[src/rtl/core/lrdq_ram.sv]
// ----------------------------------------------------------------------------
// lrdq_ram
// Simple dual-port synchronous RAM, one write and one read port, read data
// registered.
// ----------------------------------------------------------------------------
module lrdq_ram #(
  parameter int WIDTH = 8,
  parameter int DEPTH = 16
) (
  input  logic                     clk_i,
  input  logic                     we_i,
  input  logic [$clog2(DEPTH)-1:0] waddr_i,
  input  logic [WIDTH-1:0]         wdata_i,
  input  logic [$clog2(DEPTH)-1:0] raddr_i,
  output logic [WIDTH-1:0]         rdata_o
);

  logic [WIDTH-1:0] mem [DEPTH];
  logic [WIDTH-1:0] rdata_q;

  always_ff @(posedge clk_i) begin
    if (we_i) begin
      mem[waddr_i] <= wdata_i;
    end
    rdata_q <= mem[raddr_i];
  end

  assign rdata_o = rdata_q;

endmodule

[config.mk]
export PLATFORM = sky130hd
export DESIGN_NAME = lrdq_ram
export DESIGN_NICKNAME = d
export VERILOG_FILES = /design/src/rtl/core/lrdq_ram.sv
export SDC_FILE = /design/constraint.sdc
export NUM_CORES = 1
export LEC_CHECK = 0
export BUFFER_PORTS_ARGS = -buffer_cell sky130_fd_sc_hd__buf_2
export CAP_MARGIN = 5
export CORE_MARGIN = 8
export CORE_UTILIZATION = 65
export DETAILED_ROUTE_END_ITERATION = 10
export GPL_TIMING_DRIVEN = 0
export PLACE_DENSITY = 0.81
export SLEW_MARGIN = 40
export SYNTH_ARGS = -nofsm -noshare
export SYNTH_HDL_FRONTEND = slang
export SYNTH_SLANG_ARGS = --single-unit
export TNS_END_PERCENT = 20
[constraint.sdc]
create_clock -name clk_i -period 3.2 [get_ports clk_i]
set_clock_uncertainty 0.1 [all_clocks]
set_input_delay 0.64 -clock clk_i [delete_from_list [all_inputs] [get_ports clk_i]]
set_output_delay 0.64 -clock clk_i [all_outputs]
set_load 0.005 [all_outputs]
# After elaboration in Yosys (flattened, before gate mapping)
# Memories as Yosys holds them, arrays and structs flattened. A register that Yosys moved wholly into a read port is not among the register bits.
# Index checks and enable logic that the tools add are counted.
# totals
wordCells	3
ff_bits	0
n_memories	1
ram_bits	128
inputBits	18
out_inout_bits	8
# op_classes
mux	2
# memory_table
name	words	width	read_ports	rd_clocked_by_memory_dff	write_ports	line	rtl
mem	16	8	1	1	1	18	logic [WIDTH-1:0] mem [DEPTH];
# ops
cell	n
1-bit two-way mux	2

# Logic depth before layout (Yosys ltp)
# depth
ltp_word	2
mapped_depth	5
depth_no_buf	3

# Worst setup path before layout
# No wires, ideal clock.
# synth_timing
path_type	input to register
from	in waddr_i[2]
to	mem mem[0][0], enable pin
required_ps	2717
setup_ps	383
slack_ps	967
path_buffers	0
cell_stages	2
t_arrival_ps	1750
cell_sequence	or3b_2 -> nor3_1
# synth_rtl
element	line	rtl
from (decl)	12	input logic [$clog2(DEPTH)-1:0] waddr_i,
to (decl)	18	
# No word-level cell before the write port.

# Worst setup path in the final report
# layout_timing
from	in waddr_i[2]
to	mem mem[2][0], enable pin
# No word-level cell before the write port.

==> impl_results.md <==
* Status: finished clean
* Remaining Overflow, GRT at 0
* Initial antenna violation count at 0
* Period utilization at 0.593
* NumNets Final at 290
* GPL Wtd Cong at 0.756
* Synth Warn # at 0
* Port Buffers at 24
* Unrepaired setup endpoints after global routing: false
* GRT Util Overall at 0.196
* Num CTS Buffers at 17
* DR WL met3 at 915 um
* CTS max path bufs at 2
* Sink Count at 136
* Vias at 2,482
* Die area at 11,000 um2
* Reg clk slew, reported paths at 0.06 ns
* Final hold vios at 0
* Peak supply drop at 0.000459 V
* Asr flop ratio synth at 0
* Post-Synthesis Cells at 229
* IO Count at 26
* Hold buffers post-CTS at 0
* Post-DP Area at 5420 um2
* Finished Cell Area at 5950 um2
* Post-synthesis sequential area ratio at 0.778
* Area of the multi-input gates at 1080 um2
* Vias per std cell at 6.41
* Power share of the clock group at 0.437
* Post-Syn Area at 5150 um2
* Switching share of power at 0.209
* Worst Setup End Kind: flip-flop
* P_int at 3090 uW
* Pre-antenna DRT Iters at 4
* Pwr/cell area at 656 nW/um2
* Antenna diodes at 0
* Die width at 105 um
* Yosys reg bits at 136
* Met1 wire length at 3970 um
* TNS Setup at 0 ns
* Standard-cell row count at 32
* Post_cts resized at 0
* Hold WC Path Type: input pin to flip-flop
* Max cap viols at 0
* Worst path max stage delay at 0.63 ns
* First-pass GRT wire length at 15,400 um
* Least-Margin Pin Slew at 0.769 ns
* Crit Path Max Fanout at 8
* Dpl hpwl at 6280 um
* Filler instances at 398
* Detail Route Antenna Nets at 0
* Clk root buf: clkbuf_8
* Max-slew violation count at 0
* Initial core utilization at 0.670
* Highest Signal Layer: met4
* Switching power at 814 uW
* Critical Path Source Type: input pin
* Sequential share of power at 0.514
* H-tree depth at 4
* Mean Syn Cell Area at 22.5 um2
* Routed wire per std cell at 26.4 um
* Comb pwr share at 0.049
* Reg area at 4000 um2
* Vias in the first global route at 2,536
* CP Buf/Inv Count at 1
* Pleak at 0.00200 uW
* Core ar. at 7690 um2
* Slowest library cell on the worst path: nor2_1
* DRC Markers at 0
* Crit-path cells: buf_2, or3b_2, nor2_1
* Largest net degree at the start of global routing at 17
* Layout cell share with drive strength beyond 1 at 0.298
* Post-synth EDFFs at 128
* Final critical-path required period at 1.90 ns
* Chip height at 105 um
* Final core utilization at 0.774
* Setup Viol. Count Final at 0
* Fmax achieved at 0.527 GHz
* Netlist cell types at 19
* Routed length on met2 at 5050 um
* Worst Path Arrival at 1.94 ns
* Critical Path RT at 3.25 ns
* Synth Net Count at 247
* DR iter-0 viols at 172
* Postcts setup bufs at 0
* Ys flop type: edfxtp_1
* Later-pin clock latency in the skew report at 0.52 ns
* Crit path max-delay family: simple AND/OR/NAND/NOR gates
* CTS tree: yes
* Drt total wl at 10,200 um
* Layout area overhead at 15.6%
* Worst rel slew slack at 0.486
* Crit path kind: input pin to flip-flop
[power groups by stage]
stage	sequential (uW)	combinational [uW]	clock [uW]
4_1_cts	2000	193	1720
3_5_place_dp	2040	190	0
5_1_grt	2010	206	1790
6_report	2000	193	1700
3_3_place_gp	2030	180	0
2_1_floorplan	2040	101	0
[cell usage in the layout (no fill, tap or decap), types with 4 or more instances in the layout]
master and instances:
clkbuf_16 16, edfxtp_1 128, dfxtp_1 8, nand2_1 9, buf_2 27, nor2_1 13, mux4_1 14, mux4_2 18
clkinv_2 4, a22oi_1 16
[metrics by stage]
stage | std cells | setup slack (ns) | power [uW] | hold WS, ns
global route | 387 | 1.23 | 4000 | 0.412
CTS | 387 | 1.31 | 3920 | 0.388
floorplan | 229 | 0.967 | 2140 | 0.529
global placement | 355 | 0.428 | 2210 | 0.561
detailed placement | 355 | 0.769 | 2230 | 0.573
finish | 387 | 1.30 | 3900 | 0.414
[worst reg2reg max path, stage by stage, from the launching register on]
cell	delay, ns
edfxtp_1	0.35
mux4_1	0.52
a22oi_1	0.37
nand2_1	0.11
[sequential cells by signal, summed over array words and instances, names as in the netlist]
register  cells
mem         128
rdata_o       8
[path summary, 6_finish.rpt]
| path | to | slack, ns | cells past startpoint | startpoint |
|---|---|---|---|---|
| max | mem[2][0]$_DFFE_PP_ | 1.30 | 3 | waddr_i[2] |
| min reg2reg | rdata_o[3]$_DFF_P_ | 0.58 | 3 | mem[3][3]$_DFFE_PP_ |
| min | mem[3][6]$_DFFE_PP_ | 0.41 | 1 | wdata_i[6] |
| max reg2reg | rdata_o[2]$_DFF_P_ | 1.64 | 3 | mem[9][2]$_DFFE_PP_ |
[cells by family (layout without fill, tap and decap cells)]
| kind of cell | Yosys count | count (layout) | share of synthesized area |
|---|---|---|---|
| buffers and inverters | 10 | 66 | 0.0168 |
| DFF | 136 | 136 | 0.778 |
| and+or+nand+nor | 35 | 35 | 0.0318 |
| muxes | 32 | 32 | 0.150 |
| AOI/OAI and AO/OA | 16 | 16 | 0.0233 |
[layout make-up]
| class | instances | area share |
|---|---|---|
| well taps | 102 | 0.0215 |
| multi-input cells | 83 | 0.182 |
| flip-flops and latches | 136 | 0.673 |
| clock buffers | 18 | 0.0702 |
| repair buffers | 24 | 0.0202 |
| plain buffers | 10 | 0.0145 |
| clock inverters | 14 | 0.0185 |
[cell usage after synthesis, types with 2 or more instances]
master | count | area share
nor3_1 | 4 | 0.0039
nor2_1 | 13 | 0.0095
nand3b_1 | 2 | 0.0029
mux4_2 | 18 | 0.079
buf_6 | 3 | 0.0066
edfxtp_1 | 128 | 0.75
dfxtp_1 | 8 | 0.031
nand2b_1 | 2 | 0.0024
nand2_1 | 9 | 0.0066
a22oi_1 | 16 | 0.023
clkdlybuf4s25_2 | 3 | 0.0058
buf_2 | 3 | 0.0029
mux4_1 | 14 | 0.071
[metal layers]
metal / track usage / vias to the layer above
li1: - / 1059
met1: 0.249 / 1247
met2: 0.302 / 155
met3: 0.0651 / 21
met4: 0.0887 / 0
met5: 0 / -
No activity file was read; power rests on OpenSTA's default activity.
